$ cat src/sv/assert_macros.svh
// assertion macros shared by the i2c byte sequencer rtl
// no dependencies; assertions drop out when SYNTHESIS is defined
`ifndef ASSERT_MACROS_SVH
`define ASSERT_MACROS_SVH

`ifndef SYNTHESIS

// antecedent implies consequent on the same edge
`define ASSERT_IMPL(lbl, clk, rst, ante, cons, msg) \
  lbl: assert property (@(posedge clk) disable iff (rst) (ante) |-> (cons)) else $error(msg);

// antecedent implies consequent on the following edge
`define ASSERT_NEXT(lbl, clk, rst, ante, cons, msg) \
  lbl: assert property (@(posedge clk) disable iff (rst) (ante) |=> (cons)) else $error(msg);

`else

`define ASSERT_IMPL(lbl, clk, rst, ante, cons, msg)
`define ASSERT_NEXT(lbl, clk, rst, ante, cons, msg)

`endif

`endif

$ cat src/sv/i2cbs_pkg.sv
// shared types, primitive codes and tables of the i2c byte sequencer
// no dependencies
package i2cbs_pkg;

  localparam int DEFAULT_RESET_CLOCKS = 9;

  // primitive codes, same values as the request command field
  localparam logic [2:0] PRIM_IDLE  = 3'd0;
  localparam logic [2:0] PRIM_RESET = 3'd1;
  localparam logic [2:0] PRIM_START = 3'd2;
  localparam logic [2:0] PRIM_STOP  = 3'd3;
  localparam logic [2:0] PRIM_WRITE = 3'd4;
  localparam logic [2:0] PRIM_READ  = 3'd5;

  // sequencer state apart from the tick counter
  typedef struct packed {
    logic [2:0] prim;
    logic [7:0] shift;
    logic       pend_ack;
    logic       scl;
    logic       sda;
    logic       den;
    logic       nack;
    logic [7:0] rbyte;
  } seq_state_t;

  // one result per tick
  typedef struct packed {
    logic       scl_level;
    logic       sda_level;
    logic       sda_enable;
    logic       busy_res;
    logic       done_res;
    logic [7:0] read_value;
    logic       nack_seen;
  } seq_res_t;

  // tick modulo three for the read bit phases
  localparam logic [1:0] MOD3_TAB [32] = '{
    2'd0, 2'd1, 2'd2, 2'd0, 2'd1, 2'd2, 2'd0, 2'd1,
    2'd2, 2'd0, 2'd1, 2'd2, 2'd0, 2'd1, 2'd2, 2'd0,
    2'd1, 2'd2, 2'd0, 2'd1, 2'd2, 2'd0, 2'd1, 2'd2,
    2'd0, 2'd1, 2'd2, 2'd0, 2'd1, 2'd2, 2'd0, 2'd1
  };

endpackage

$ cat src/sv/i2cbs_req_if.sv
// request channel of the i2c byte sequencer: one bus tick per request
// depends on nothing but plain logic types
interface i2cbs_req_if;
  logic       valid;
  logic       ready;
  logic [2:0] command;
  logic [7:0] data_byte;
  logic       ack_level;
  logic       sda_in;

  modport source (output valid, command, data_byte, ack_level, sda_in, input ready);
  modport sink   (input valid, command, data_byte, ack_level, sda_in, output ready);
endinterface

$ cat src/sv/i2cbs_rsp_if.sv
// result channel of the i2c byte sequencer: line levels and status per tick
// depends on nothing but plain logic types
interface i2cbs_rsp_if;
  logic       valid;
  logic       ready;
  logic       scl_level;
  logic       sda_level;
  logic       sda_enable;
  logic       busy_res;
  logic       done_res;
  logic [7:0] read_value;
  logic       nack_seen;

  modport source (output valid, scl_level, sda_level, sda_enable, busy_res, done_res,
                  read_value, nack_seen, input ready);
  modport sink   (input valid, scl_level, sda_level, sda_enable, busy_res, done_res,
                  read_value, nack_seen, output ready);
endinterface

$ cat src/sv/i2c_master_byte_sequencer_core.sv
// top level of the i2c master byte sequencer: request register, tick logic, result register
// depends on i2cbs_pkg, i2cbs_req_if, i2cbs_rsp_if, i2cbs_step and assert_macros.svh
//
// usage
//   every request on req_ch is one quarter period of the bus clock and carries the
//   sampled sda level; command 1..5 starts bus reset, start, stop, write byte or read
//   byte when the sequencer is idle, and is ignored while a primitive runs
//   (codes six and seven are plain ticks)
//   every request yields exactly one result on rsp_ch with scl, sda, sda drive
//   enable, busy, a done pulse on the final tick, the last read byte and the last
//   sampled acknowledge
//   a request accepted on req_ch is registered in the request register, and its
//   result is then registered in the result register that drives rsp_ch
//   throughput: one request per cycle while rsp_ch is not held off; the tick counter
//   and shift register close a loop through the step logic
//   bus reset lasts 4*RESET_CLOCKS+4 ticks (40 by default), start and stop 4, write 37, read 29
//   reset: synchronous; clears both registers' valid flags and puts the sequencer
//   idle with scl and sda high and sda released
//   stall: while rsp_ch is held off the result stays put, at most one further request
//   is taken into the request register, and then req_ch.ready drops
`include "assert_macros.svh"

module i2c_master_byte_sequencer_core #(
  parameter int RESET_CLOCKS = i2cbs_pkg::DEFAULT_RESET_CLOCKS
) (
  input logic         clk,
  input logic         rst,
  i2cbs_req_if.sink   req_ch,
  i2cbs_rsp_if.source rsp_ch
);
  import i2cbs_pkg::*;

  // longest primitive sets the counter width
  localparam int MAX_LEN = (4 * RESET_CLOCKS + 4 > 37) ? 4 * RESET_CLOCKS + 4 : 37;
  localparam int TICK_W  = $clog2(MAX_LEN);

  // request register
  logic       req_vld;
  logic [2:0] cmd_q;
  logic [7:0] data_q;
  logic       ack_q;
  logic       sda_q;

  // sequencer state
  seq_state_t        st;
  seq_state_t        st_next;
  logic [TICK_W-1:0] tick;
  logic [TICK_W-1:0] tick_next;

  // result register
  logic     res_vld;
  seq_res_t res;
  seq_res_t res_next;

  logic adv;
  logic step;

  // the result slot frees when empty or taken this cycle
  assign adv  = !res_vld || rsp_ch.ready;
  assign step = req_vld && adv;

  assign req_ch.ready = !req_vld || adv;

  always_ff @(posedge clk) begin
    if (rst) begin
      req_vld <= 1'b0;
    end else if (req_ch.ready) begin
      req_vld <= req_ch.valid;
    end
  end

  // payload needs no reset
  always_ff @(posedge clk) begin
    if (req_ch.valid && req_ch.ready) begin
      cmd_q  <= req_ch.command;
      data_q <= req_ch.data_byte;
      ack_q  <= req_ch.ack_level;
      sda_q  <= req_ch.sda_in;
    end
  end

  i2cbs_step #(
    .RESET_CLOCKS (RESET_CLOCKS),
    .TICK_W       (TICK_W)
  ) u_step (
    .st_cur    (st),
    .tick_cur  (tick),
    .command   (cmd_q),
    .data_byte (data_q),
    .ack_level (ack_q),
    .sda_in    (sda_q),
    .st_next   (st_next),
    .tick_next (tick_next),
    .res       (res_next)
  );

  // state advances exactly once per request that reaches the result register
  always_ff @(posedge clk) begin
    if (rst) begin
      st.prim     <= PRIM_IDLE;
      st.shift    <= '0;
      st.pend_ack <= 1'b0;
      st.scl      <= 1'b1;
      st.sda      <= 1'b1;
      st.den      <= 1'b0;
      st.nack     <= 1'b0;
      st.rbyte    <= '0;
      tick        <= '0;
    end else if (step) begin
      st   <= st_next;
      tick <= tick_next;
    end
  end

  always_ff @(posedge clk) begin
    if (rst) begin
      res_vld <= 1'b0;
    end else if (adv) begin
      res_vld <= req_vld;
    end
  end

  always_ff @(posedge clk) begin
    if (step) begin
      res <= res_next;
    end
  end

  assign rsp_ch.valid      = res_vld;
  assign rsp_ch.scl_level  = res.scl_level;
  assign rsp_ch.sda_level  = res.sda_level;
  assign rsp_ch.sda_enable = res.sda_enable;
  assign rsp_ch.busy_res   = res.busy_res;
  assign rsp_ch.done_res   = res.done_res;
  assign rsp_ch.read_value = res.read_value;
  assign rsp_ch.nack_seen  = res.nack_seen;

  // sequencer holds while no request moves into the result register
  `ASSERT_NEXT(a_hold_state, clk, rst, !step, $stable(st) && $stable(tick), "state moved without a request")

  // a done tick always returns the sequencer to idle
  `ASSERT_NEXT(a_done_idle, clk, rst, step && res_next.done_res, st.prim == PRIM_IDLE && tick == '0, "not idle after done")

  // counter stays inside the fixed primitives
  `ASSERT_IMPL(a_tick_range, clk, rst, st.prim == PRIM_START || st.prim == PRIM_STOP || st.prim == PRIM_WRITE || st.prim == PRIM_READ, tick < TICK_W'(37), "tick counter out of range")

  // a done result always comes with busy set
  `ASSERT_IMPL(a_done_busy, clk, rst, res_vld && res.done_res, res.busy_res, "done without busy")

endmodule

$ cat src/sv/i2cbs_step.sv
// one tick of the i2c byte sequencer: next state and line levels
// depends on i2cbs_pkg
module i2cbs_step #(
  parameter int RESET_CLOCKS = i2cbs_pkg::DEFAULT_RESET_CLOCKS,
  parameter int TICK_W = 6
) (
  input  i2cbs_pkg::seq_state_t st_cur,
  input  logic [TICK_W-1:0]     tick_cur,
  input  logic [2:0]            command,
  input  logic [7:0]            data_byte,
  input  logic                  ack_level,
  input  logic                  sda_in,
  output i2cbs_pkg::seq_state_t st_next,
  output logic [TICK_W-1:0]     tick_next,
  output i2cbs_pkg::seq_res_t   res
);
  import i2cbs_pkg::*;

  localparam logic [TICK_W-1:0] RESET_BASE = TICK_W'(4 * RESET_CLOCKS);
  localparam logic [TICK_W-1:0] RESET_LAST = TICK_W'(4 * RESET_CLOCKS + 3);

  // stop condition phases: scl low, sda low and driven, scl high, sda high
  function automatic seq_state_t stop_phase(seq_state_t s, logic [1:0] ph);
    seq_state_t r;
    r = s;
    case (ph)
      2'd0:    r.scl = 1'b0;
      2'd1:    begin
        r.sda = 1'b0;
        r.den = 1'b1;
      end
      2'd2:    r.scl = 1'b1;
      default: r.sda = 1'b1;
    endcase
    return r;
  endfunction

  seq_state_t        st;
  logic [TICK_W-1:0] t;
  logic [TICK_W-1:0] last;
  logic              busy;
  logic              done;

  always_comb begin
    st   = st_cur;
    t    = tick_cur;
    busy = 1'b0;
    done = 1'b0;
    last = '0;

    // a command starts only from idle and counts as tick zero
    if (st.prim == PRIM_IDLE && command inside {[PRIM_RESET:PRIM_READ]}) begin
      st.prim = command;
      t       = '0;
      if (command == PRIM_WRITE) st.shift    = data_byte;
      if (command == PRIM_READ)  st.pend_ack = ack_level;
    end

    if (st.prim != PRIM_IDLE) begin
      busy = 1'b1;
      case (st.prim)
        PRIM_RESET: begin
          last = RESET_LAST;
          if (t < RESET_BASE) begin
            if (t == '0) begin
              st.sda = 1'b1;
              st.den = 1'b0;
            end
            case (t[1:0])
              2'd0:    st.scl = 1'b0;
              2'd2:    st.scl = 1'b1;
              default: ;
            endcase
          end else begin
            st = stop_phase(st, t[1:0]);
          end
        end
        PRIM_START: begin
          last = TICK_W'(3);
          case (t[1:0])
            2'd1:    begin
              st.sda = 1'b1;
              st.den = 1'b1;
            end
            2'd2:    st.scl = 1'b1;
            2'd3:    st.sda = 1'b0;
            default: ;
          endcase
        end
        PRIM_STOP: begin
          last = TICK_W'(3);
          st   = stop_phase(st, t[1:0]);
        end
        PRIM_WRITE: begin
          last = TICK_W'(36);
          if (t == '0) st.den = 1'b1;
          if (t < TICK_W'(32)) begin
            case (t[1:0])
              2'd0:    st.scl = 1'b0;
              2'd1:    begin
                st.sda   = st.shift[7];
                st.shift = {st.shift[6:0], 1'b0};
              end
              2'd2:    st.scl = 1'b1;
              default: ;
            endcase
          end else if (t == TICK_W'(32)) begin
            st.scl = 1'b0;
          end else if (t == TICK_W'(33)) begin
            st.sda = 1'b1;
            st.den = 1'b0;
          end else if (t == TICK_W'(34)) begin
            st.scl = 1'b1;
          end else if (t == TICK_W'(35)) begin
            st.nack = sda_in;
          end else begin
            st.scl = 1'b0;
          end
        end
        PRIM_READ: begin
          last = TICK_W'(28);
          if (t == '0) begin
            st.den   = 1'b0;
            st.shift = '0;
          end
          if (t < TICK_W'(24)) begin
            case (MOD3_TAB[t[4:0]])
              2'd0:    st.scl = 1'b0;
              2'd1:    begin
                st.scl   = 1'b1;
                st.shift = {st.shift[6:0], sda_in};
              end
              default: ;
            endcase
          end else if (t == TICK_W'(24)) begin
            st.den = 1'b1;
            st.scl = 1'b0;
          end else if (t == TICK_W'(25)) begin
            st.sda = st.pend_ack;
          end else if (t == TICK_W'(26)) begin
            st.scl = 1'b1;
          end else if (t == TICK_W'(28)) begin
            st.scl = 1'b0;
          end
        end
        default: ;
      endcase
      done = (t == last);
      if (done && st.prim == PRIM_READ) st.rbyte = st.shift;
    end

    res.scl_level  = st.scl;
    res.sda_level  = st.sda;
    res.sda_enable = st.den;
    res.busy_res   = busy;
    res.done_res   = done;
    res.read_value = st.rbyte;
    res.nack_seen  = st.nack;

    // after the final tick: release or keep sda, back to idle; otherwise the tick counter advances
    if (busy) begin
      if (done) begin
        if (st.prim == PRIM_RESET || st.prim == PRIM_STOP) st.den = 1'b0;
        else if (st.prim == PRIM_WRITE) st.den = 1'b1;
        st.prim = PRIM_IDLE;
        t       = '0;
      end else begin
        t = t + TICK_W'(1);
      end
    end

    st_next   = st;
    tick_next = t;
  end

endmodule

$ cat src/flat_wrapper.sv
// flat-port wrapper written by rule: the top's interface ports become plain ports
module i2c_master_byte_sequencer_core_flat import i2cbs_pkg::*;
#(
  parameter int RESET_CLOCKS = i2cbs_pkg::DEFAULT_RESET_CLOCKS
)
  (clk, rst, req_ch_valid, req_ch_command, req_ch_data_byte, req_ch_ack_level, req_ch_sda_in, req_ch_ready, rsp_ch_valid, rsp_ch_scl_level, rsp_ch_sda_level, rsp_ch_sda_enable, rsp_ch_busy_res, rsp_ch_done_res, rsp_ch_read_value, rsp_ch_nack_seen, rsp_ch_ready);
  i2cbs_req_if req_ch_i ();
  i2cbs_rsp_if rsp_ch_i ();
  input logic clk;
  input logic rst;
  input wire logic [$bits(req_ch_i.valid)-1:0] req_ch_valid;
  input wire logic [$bits(req_ch_i.command)-1:0] req_ch_command;
  input wire logic [$bits(req_ch_i.data_byte)-1:0] req_ch_data_byte;
  input wire logic [$bits(req_ch_i.ack_level)-1:0] req_ch_ack_level;
  input wire logic [$bits(req_ch_i.sda_in)-1:0] req_ch_sda_in;
  output wire logic [$bits(req_ch_i.ready)-1:0] req_ch_ready;
  output wire logic [$bits(rsp_ch_i.valid)-1:0] rsp_ch_valid;
  output wire logic [$bits(rsp_ch_i.scl_level)-1:0] rsp_ch_scl_level;
  output wire logic [$bits(rsp_ch_i.sda_level)-1:0] rsp_ch_sda_level;
  output wire logic [$bits(rsp_ch_i.sda_enable)-1:0] rsp_ch_sda_enable;
  output wire logic [$bits(rsp_ch_i.busy_res)-1:0] rsp_ch_busy_res;
  output wire logic [$bits(rsp_ch_i.done_res)-1:0] rsp_ch_done_res;
  output wire logic [$bits(rsp_ch_i.read_value)-1:0] rsp_ch_read_value;
  output wire logic [$bits(rsp_ch_i.nack_seen)-1:0] rsp_ch_nack_seen;
  input wire logic [$bits(rsp_ch_i.ready)-1:0] rsp_ch_ready;
  assign req_ch_i.valid = req_ch_valid;
  assign req_ch_i.command = req_ch_command;
  assign req_ch_i.data_byte = req_ch_data_byte;
  assign req_ch_i.ack_level = req_ch_ack_level;
  assign req_ch_i.sda_in = req_ch_sda_in;
  assign req_ch_ready = req_ch_i.ready;
  assign rsp_ch_valid = rsp_ch_i.valid;
  assign rsp_ch_scl_level = rsp_ch_i.scl_level;
  assign rsp_ch_sda_level = rsp_ch_i.sda_level;
  assign rsp_ch_sda_enable = rsp_ch_i.sda_enable;
  assign rsp_ch_busy_res = rsp_ch_i.busy_res;
  assign rsp_ch_done_res = rsp_ch_i.done_res;
  assign rsp_ch_read_value = rsp_ch_i.read_value;
  assign rsp_ch_nack_seen = rsp_ch_i.nack_seen;
  assign rsp_ch_i.ready = rsp_ch_ready;
  i2c_master_byte_sequencer_core #(.RESET_CLOCKS(RESET_CLOCKS)) u_core (.clk(clk), .rst(rst), .req_ch(req_ch_i), .rsp_ch(rsp_ch_i));
endmodule
$ cat config.mk
export PLATFORM = sky130hd
export DESIGN_NAME = i2c_master_byte_sequencer_core_flat
export DESIGN_NICKNAME = d
export VERILOG_FILES = /design/src/sv/i2cbs_pkg.sv /design/src/sv/i2cbs_req_if.sv /design/src/sv/i2cbs_rsp_if.sv /design/src/sv/i2c_master_byte_sequencer_core.sv /design/src/sv/i2cbs_step.sv /design/src/flat_wrapper.sv
export VERILOG_INCLUDE_DIRS = /design/src /design/src/sv
export SDC_FILE = /design/constraint.sdc
export NUM_CORES = 1
export LEC_CHECK = 0
export CAP_MARGIN = 20
export CORE_AREA = 2 2 95 97
export DETAILED_ROUTE_END_ITERATION = 16
export DIE_AREA = 0 0 97 99
export DONT_BUFFER_PORTS = 1
export GPL_TIMING_DRIVEN = 0
export SLEW_MARGIN = 20
export SYNTH_ARGS = -nofsm -noshare
export SYNTH_HDL_FRONTEND = slang
export SYNTH_SLANG_ARGS = --single-unit
$ cat constraint.sdc
create_clock -name clk -period 7.4 [get_ports clk]
set_input_delay 0.74 -clock clk [delete_from_list [all_inputs] [get_ports clk]]
set_output_delay 0.74 -clock clk [all_outputs]
set_load 0.1 [all_outputs]
==> metrics.md, run 1 <==
| Metric | Value |
|---|---|
| CP Data Required Time | `7510 ps` |
| Total length of routed wires | `10.3 mm` |
| Synth async-reset ratio | `0%` |
| Die Wd | `97 µm` |
| Clock Latency Late Sink | `350 ps` |
| Lkg Pwr | `0.00150 µW` |
| Grt ovf | `0` |
| Switching power total | `260 µW` |
| Final max-slew violation count | `0` |
| Outcome | `finished clean` |
| Syn Std Cell Area | `3760 µm²` |
| Hold path endpoint | `u_core.st[2]` |
| Compound-Gate Fraction of Synth Area | `24.6%` |
| Tcrit/Tclk final | `53.8%` |
| Sequential share of power | `43.9%` |
| Detailed Route Iter0 Violations | `307` |
| Multi-input logic area | `2090 µm²` |
| Mux share of post-synthesis cell area | `8.53%` |
| Vias in the first global route | `3235` |
| Combinational share of power | `14.6%` |
| FP Rows | `34` |
| Worst IR Drop VDD | `0.121 mV` |
| Measured slew at the worst slew-check pin | `1060 ps` |
| Critical Path Fanout Max | `10` |
| Die area | `9600 µm²` |
| Fill cells | `812` |
| Power Dens Cells | `216 nW/µm²` |
| Sw Share | `29.0%` |
| Largest net degree at the start of global routing | `24` |
| Clock root cell | `clkbuf_8` |
| Post-CTS Setup Inserts | `0` |
| # resized after CTS | `0` |
| Post-Synth XOR/XNOR Area | `1.17%` |
| Clock slew at reported path FFs | `80 ps` |
| Post-Synth Simple-Gate Area | `20.1%` |
| Setup Viol. Count Final | `0` |
| Core box area | `8550 µm²` |
| Post-place setup slack | `3480 ps` |
| First-pass GRT wire length | `17.0 mm` |
| Die Ht | `99 µm` |
| Final Util | `48.4%` |
| Highest clock rate | `251 MHz` |
| Crit path DAT | `4090 ps` |
| Synth unique cells | `72` |
| Mean Syn Cell Area | `8.92 µm²` |
| CTS HTree Levels | `3` |
| Vias per inst | `6.23` |
| Cell internal pwr | `636 µW` |
| # DRC | `0` |
| # nets final | `453` |
| Hold Crit Class | `flip-flop to flip-flop` |
| Clock Sinks | `59` |
| WP buf/inv | `2` |
| Fin crit period | `3980 ps` |
| R2R depth | `13` |
| Max transition margin | `28.6%` |
| Synth top area cells | `edfxtp_1, dfxtp_1, mux2_2, a21oi_1, mux2i_1` |
| Slowest library cell on the worst path | `or3_1` |
| Register area | `1450 µm²` |
| First-pass DRT Iterations | `5` |
| CP Launch Type | `flip-flop` |
| Starting density of the core | `43.9%` |
| Critical path startpoint | `u_core.cmd_q[0]` |
| Yosys warns | `0` |
| Number of cells on the worst hold path | `2` |
| Register area share after synthesis | `38.6%` |
| Clk buf depth | `2` |
| Critical path class | `flip-flop to flip-flop` |
| Area growth, synth to finish | `10.3%` |
| Top cell type's share of synthesized area | `21.6%` |
| Crit-path cells | `or3_1 -> nand3_2 -> buf_2 -> nand2_1 -> ha_1 -> nor2b_1 -> o32ai_1 -> o41ai_1 -> nand4b_1 -> buf_4 -> mux2i_1 -> nor2_1 -> mux2_2` |
| RR Endpoint | `u_core.rsp_ch.read_value[0]` |
| GRT Util Overall | `22.5%` |
| Total CTS buffers | `9` |
| Internal reg-to-reg setup slack | `3420 ps` |
| Routed vias | `3396` |
| Hold Path Origin | `u_core.st[2]` |
| Io pins | `33` |
| Post-Syn Instances | `421` |
| Post-synth top cells | `nor2_1, dfxtp_1, a21oi_1` |
| Setup TNS Final | `0 ps` |
| Synthesis-stage register bit count | `59` |
| # hold bufs at CTS | `0` |
| DP HPWL | `7.57 mm` |
| Number of flops mapped to enable cells by yosys | `27` |
| Final worst slack | `3420 ps` |
| Final Hold Viols | `0` |
| Worst path top cell family by delay | `simple AND/OR/NAND/NOR gates` |
| # diodes | `0` |
| Average wire per standard cell | `18.9 µm` |
| Initial antenna violation count | `0` |
| Most common cell in the netlist | `nor2_1` |
| DRT antenna net count | `0` |
| R2R Path Start | `u_core.cmd_q[0]` |
| RSZ-0062 raised after global routing | `false` |
| Synth Flop Type | `dfxtp_1` |
| Gpl congestion | `0.908` |
| I/O Buffers | `0` |
| MaxCap Viol Count | `0` |
| Largest family of logic cells by synthesized area | `compound AO/OA/AOI/OAI gates` |
| Layout cells sized above 1 | `14.6%` |
| CTS tree | `yes` |
| Clock share of power | `41.5%` |
| Critical Path End Type | `flip-flop` |
| Max stage delay on crit path | `520 ps` |
| Post-synthesis adder-cell area fraction | `1.33%` |
| Leading area contributor after synthesis | `edfxtp_1` |
| Clock skew | `11.1 ps` |
| Syn nets | `442` |
[sequential cells by signal, indices dropped and copies added, names as in the netlist, 3 cells and up]
signal	cells
u_core.rsp_ch.read_value	8
u_core.st	24
u_core.cmd_q	3
u_core.tick	6
u_core.data_q	8
[cell usage in the layout (no fill, tap or decap), drive strengths merged, types with 3 or more instances in the layout]
cell / instances
nor2: 37
a21oi: 33
dfxtp: 32
nand2: 27
edfxtp: 27
o21ai: 22
clkbuf: 21
buf: 19
inv: 18
mux2: 16
nor3: 15
mux2i: 14
nand3: 13
o22ai: 9
a31oi: 9
a21o: 8
or3: 8
a211oi: 8
nor2b: 7
and2: 6
a22oi: 6
nor3b: 5
nand2b: 4
xnor2: 4
ha: 4
o22a: 3
nand4: 3
a2111oi: 3
o21a: 3
bufinv: 3
or3b: 3
[how the worst max path moves through the flow]
stage / endpoint / slack, ps / cells past startpoint
after floorplan: u_core.rsp_ch.read_value[2] / 4080 / 12
after global placement: u_core.rsp_ch.read_value[2] / 3480 / 12
after detailed placement: u_core.rsp_ch.read_value[0] / 3480 / 13
after CTS: u_core.rsp_ch.read_value[2] / 3480 / 12
after global routing: u_core.rsp_ch.read_value[0] / 3090 / 13
final: u_core.rsp_ch.read_value[0] / 3420 / 13
[per-stage QoR]
| stage | hold WS, ps | power, µW | std cells | instance area [µm²] |
|---|---|---|---|---|
| after detailed placement | 446 | 528 | 529 | 3890 |
| after floorplan | 428 | 493 | 421 | 3760 |
| after global routing | 465 | 929 | 545 | 4140 |
| after global placement | 439 | 527 | 529 | 3890 |
| final | 455 | 896 | 545 | 4140 |
| after CTS | 457 | 898 | 545 | 4140 |
[worst reg2reg max path, cell delays in order, from the launching register on]
cell	delay, ps
edfxtp_1	470
or3_1	520
nand3_2	170
buf_2	240
nand2_1	170
ha_1	410
nor2b_1	150
o32ai_1	90
o41ai_1	290
nand4b_1	330
buf_4	290
mux2i_1	160
nor2_1	100
mux2_2	330
[final cells by class]
cell class,instances,share of cell area (%)
clock inverters,6,2.69
flip-flops and latches,59,35.0
inverters,17,1.54
plain buffers,30,3.63
clock buffers,10,3.32
well taps,108,3.26
multi-input cells,315,50.5
[power groups by stage]
stage               sequential, µW  clock [µW]  combinational (µW)
floorplan                      398           0                95.6
global placement               400           0                 126
detailed placement             401           0                 127
CTS                            394         377                 127
global route                   395         391                 143
finish                         393         371                 131
[routing by layer]
metal,share of wire (%),wire [µm],global-route usage (%)
met1,46,4770,29.8
met3,6.8,705,5.74
met5,0,0,0
met2,43,4480,33.9
met4,3.5,363,11.6
[cell families (layout without fill, tap and decap cells)]
family                   count (synthesis)  after routing
AND/OR/NAND/NOR                        141            141
flip-flops                              59             59
buffers and inverters                   47             63
adder cells (fa/ha/maj)                  4              4
XOR/XNOR                                 5              5
AO/OA/AOI/OAI                          135            135
multiplexers                            30             30
No activity file was read; power rests on OpenSTA's default activity.
==> inputs of run 2 (changes only) <==
Clock period 7.4 ns to 4 ns, I/O delays scaled along.
==> run 2 against run 1 <==
Net effect: first-iteration DRC count shrank 14%; final cell count grew 0.92%; non-clock buffer count grew 5; fmax grew 7.0%; highest routed layer unchanged.
==> metrics.md, run 2 (synthesis results as in run 1) <==
| Metric | Value |
|---|---|
| Register area | `1450 µm² (unchanged)` |
| Measured slew at the worst slew-check pin | `1030 ps (was 1060 ps)` |
| Gpl congestion | `0.908 (unchanged)` |
| Io pins | `33 (unchanged)` |
| Routed vias | `3421 (was 3396)` |
| Clock root cell | `clkbuf_8 (unchanged)` |
| Layout cells sized above 1 | `16.3% (was 14.6%)` |
| Fill cells | `809 (was 812)` |
| MaxCap Viol Count | `0 (unchanged)` |
| Lkg Pwr | `0.00152 µW (was 0.00150 µW)` |
| Crit path DAT | `3830 ps (was 4090 ps)` |
| Post-DP Area | `3890 µm² (unchanged)` |
| Grt ovf | `0 (unchanged)` |
| # nets final | `458 (was 453)` |
| Multi-input logic area | `2100 µm² (was 2090 µm²)` |
| Initial antenna violation count | `0 (unchanged)` |
| Core box area | `8550 µm² (unchanged)` |
| FP Rows | `34 (unchanged)` |
| Power Dens Cells | `397 nW/µm² (was 216 nW/µm²)` |
| RSZ-0062 raised after global routing | `false (unchanged)` |
| Total length of routed wires | `10.3 mm (about the same)` |
| Clock Latency Late Sink | `350 ps (about the same)` |
| Clk buf depth | `2 (unchanged)` |
| Max FFs per register | `24 (unchanged)` |
| Vias per inst | `6.22 (was 6.23)` |
| Final max-slew violation count | `0 (unchanged)` |
| Hold Crit Class | `input pin to flip-flop (was flip-flop to flip-flop)` |
| First-pass GRT wire length | `17.0 mm (unchanged)` |
| CP Data Required Time | `4110 ps (was 7510 ps)` |
| # diodes | `0 (unchanged)` |
| Clock skew | `10.4 ps (was 11.1 ps)` |
| Worst IR Drop VDD | `0.223 mV (was 0.121 mV)` |
| DP HPWL | `7.57 mm (unchanged)` |
| Outcome | `finished clean (unchanged)` |
| Die Ht | `99 µm (unchanged)` |
| Detailed Route Iter0 Violations | `264 (was 307)` |
| Clock Sinks | `59 (unchanged)` |
| Area growth, synth to finish | `11.5% (was 10.3%)` |
| Max stage delay on crit path | `450 ps (was 520 ps)` |
| Most common cell after layout, fill and taps aside | `nor2_1 (unchanged)` |
| Starting density of the core | `43.9% (unchanged)` |
| Crit-path cells | `or3_4 -> nand3_2 -> buf_2 -> nand2_1 -> inv_1 -> ha_1 -> clkbuf_1 -> nor2_1 -> nand4b_1 -> buf_4 -> mux2i_1 -> nor2_1 -> mux2_2 (was or3_1 -> nand3_2 -> buf_2 -> nand2_1 -> ha_1 -> nor2b_1 -> o32ai_1 -> o41ai_1 -> nand4b_1 -> buf_4 -> mux2i_1 -> nor2_1 -> mux2_2)` |
| I/O Buffers | `0 (unchanged)` |
| Worst Hold Slack | `139 ps (was 455 ps)` |
| WP buf/inv | `4 (was 2)` |
| Tcrit/Tclk final | `92.9% (was 53.8%)` |
| Cell mode on critical path | `nor2_1` |
| First-pass DRT Iterations | `5 (unchanged)` |
| CP Launch Type | `flip-flop (unchanged)` |
| Largest register by flop count | `u_core.st (unchanged)` |
| Average wire per standard cell | `18.8 µm (was 18.9 µm)` |
| Die Wd | `97 µm (unchanged)` |
| Post-Layout Inst Area | `4190 µm² (was 4140 µm²)` |
| Setup Viol. Count Final | `0 (unchanged)` |
| Total CTS buffers | `9 (unchanged)` |
| CTS HTree Levels | `3 (unchanged)` |
| Highest clock rate | `269 MHz (was 251 MHz)` |
| Max transition margin | `30.6% (was 28.6%)` |
| # hold bufs at CTS | `0 (unchanged)` |
| Final Hold Viols | `0 (unchanged)` |
| Clock slew at reported path FFs | `70 ps (was 80 ps)` |
| Vias in the first global route | `3235 (unchanged)` |
| Fin crit period | `3720 ps (was 3980 ps)` |
| Die area | `9600 µm² (unchanged)` |
| Largest net degree at the start of global routing | `24 (unchanged)` |
| Setup TNS Final | `0 ps (unchanged)` |
| Final Util | `49.0% (was 48.4%)` |
| DRT antenna net count | `0 (unchanged)` |
| Most frequent cells in the layout | `nor2_1, dfxtp_1, a21oi_1, edfxtp_1, nand2_1 (was nor2_1, dfxtp_1, a21oi_1, nand2_1, edfxtp_1)` |
| Total chip power | `1660 µW (was 896 µW)` |
| Critical Path End Type | `flip-flop (unchanged)` |
| CTS tree | `yes (unchanged)` |
| Slowest library cell on the worst path | `or3_4 (was or3_1)` |
| # DRC | `0 (unchanged)` |
| GRT Util Overall | `22.5% (unchanged)` |
| Worst path top cell family by delay | `simple AND/OR/NAND/NOR gates (unchanged)` |
| Critical Path Fanout Max | `10 (unchanged)` |
| Critical path class | `flip-flop to flip-flop (unchanged)` |
## run 2: changes by cell type in the layout (fill, tap and decap cells not counted)
cell / delta
ha_1: -1
nand2_2: +1
or3_4: +1
ha_2: +1
nand2_1: -1
or3_1: -1
buf_4: +5
## run 2: final timing paths
path / from / end / slack, ps / cells past startpoint
setup reg to reg: u_core.cmd_q[0] / u_core.rsp_ch.read_value[0] / 280 / 13
hold reg to reg: u_core.st[2] / u_core.st[2] / 450 / 2
setup / recovery: u_core.cmd_q[0] / u_core.rsp_ch.read_value[0] / 280 / 13
hold / removal: req_ch_data_byte[0] / u_core.data_q[0] / 140 / 0
## run 2: per-layer routing
metal / vias to the layer above / GRT usage [%] / part of all wire, %
met5: - / 0 / 0
met4: 0 / 11.6 / 3.4
met3: 28 / 5.74 / 7.0
met2: 164 / 33.9 / 43
met1: 1618 / 29.8 / 46
li1: 1611 / - / -
## run 2: timing repair
item | CTS | global route
resized for setup | 0 | 3
setup buffers | 0 | 5
setup endpoints to repair | 0 | 21
## run 2: area by class of cell
class | instances | area share [%]
Clock buffer | 10 | 3.29
Clock inverter | 6 | 2.66
Sequential cell | 59 | 34.6
Buffer | 30 | 3.58
Timing Repair Buffer | 5 | 0.896
Tap cell | 108 | 3.23
Inverter | 17 | 1.52
Multi-Input combinational cell | 315 | 50.2
## run 2: worst reg2reg max path, delay by kind of cell (launching register included)
family                   cells  cell delay (ps)
adder cells (fa/ha/maj)      1              250
AND/OR/NAND/NOR              6             1280
multiplexers                 2              490
buffers and inverters        4             1040
flip-flops                   1              420
## run 2: stage by stage
step | worst slack, ps | std cells
global placement | 76.4 | 529
finish | 282 | 550
detailed placement | 80.7 | 529
global route | 16.7 | 550
floorplan | 678 | 421
CTS | 81.9 | 545
## run 2: power breakdown
group / internal, µW / switching (µW) / total [µW]
clock network: 432 / 253 / 684
registers: 660 / 68.1 / 728
logic: 90.9 / 159 / 250
total: 1180 / 480 / 1660
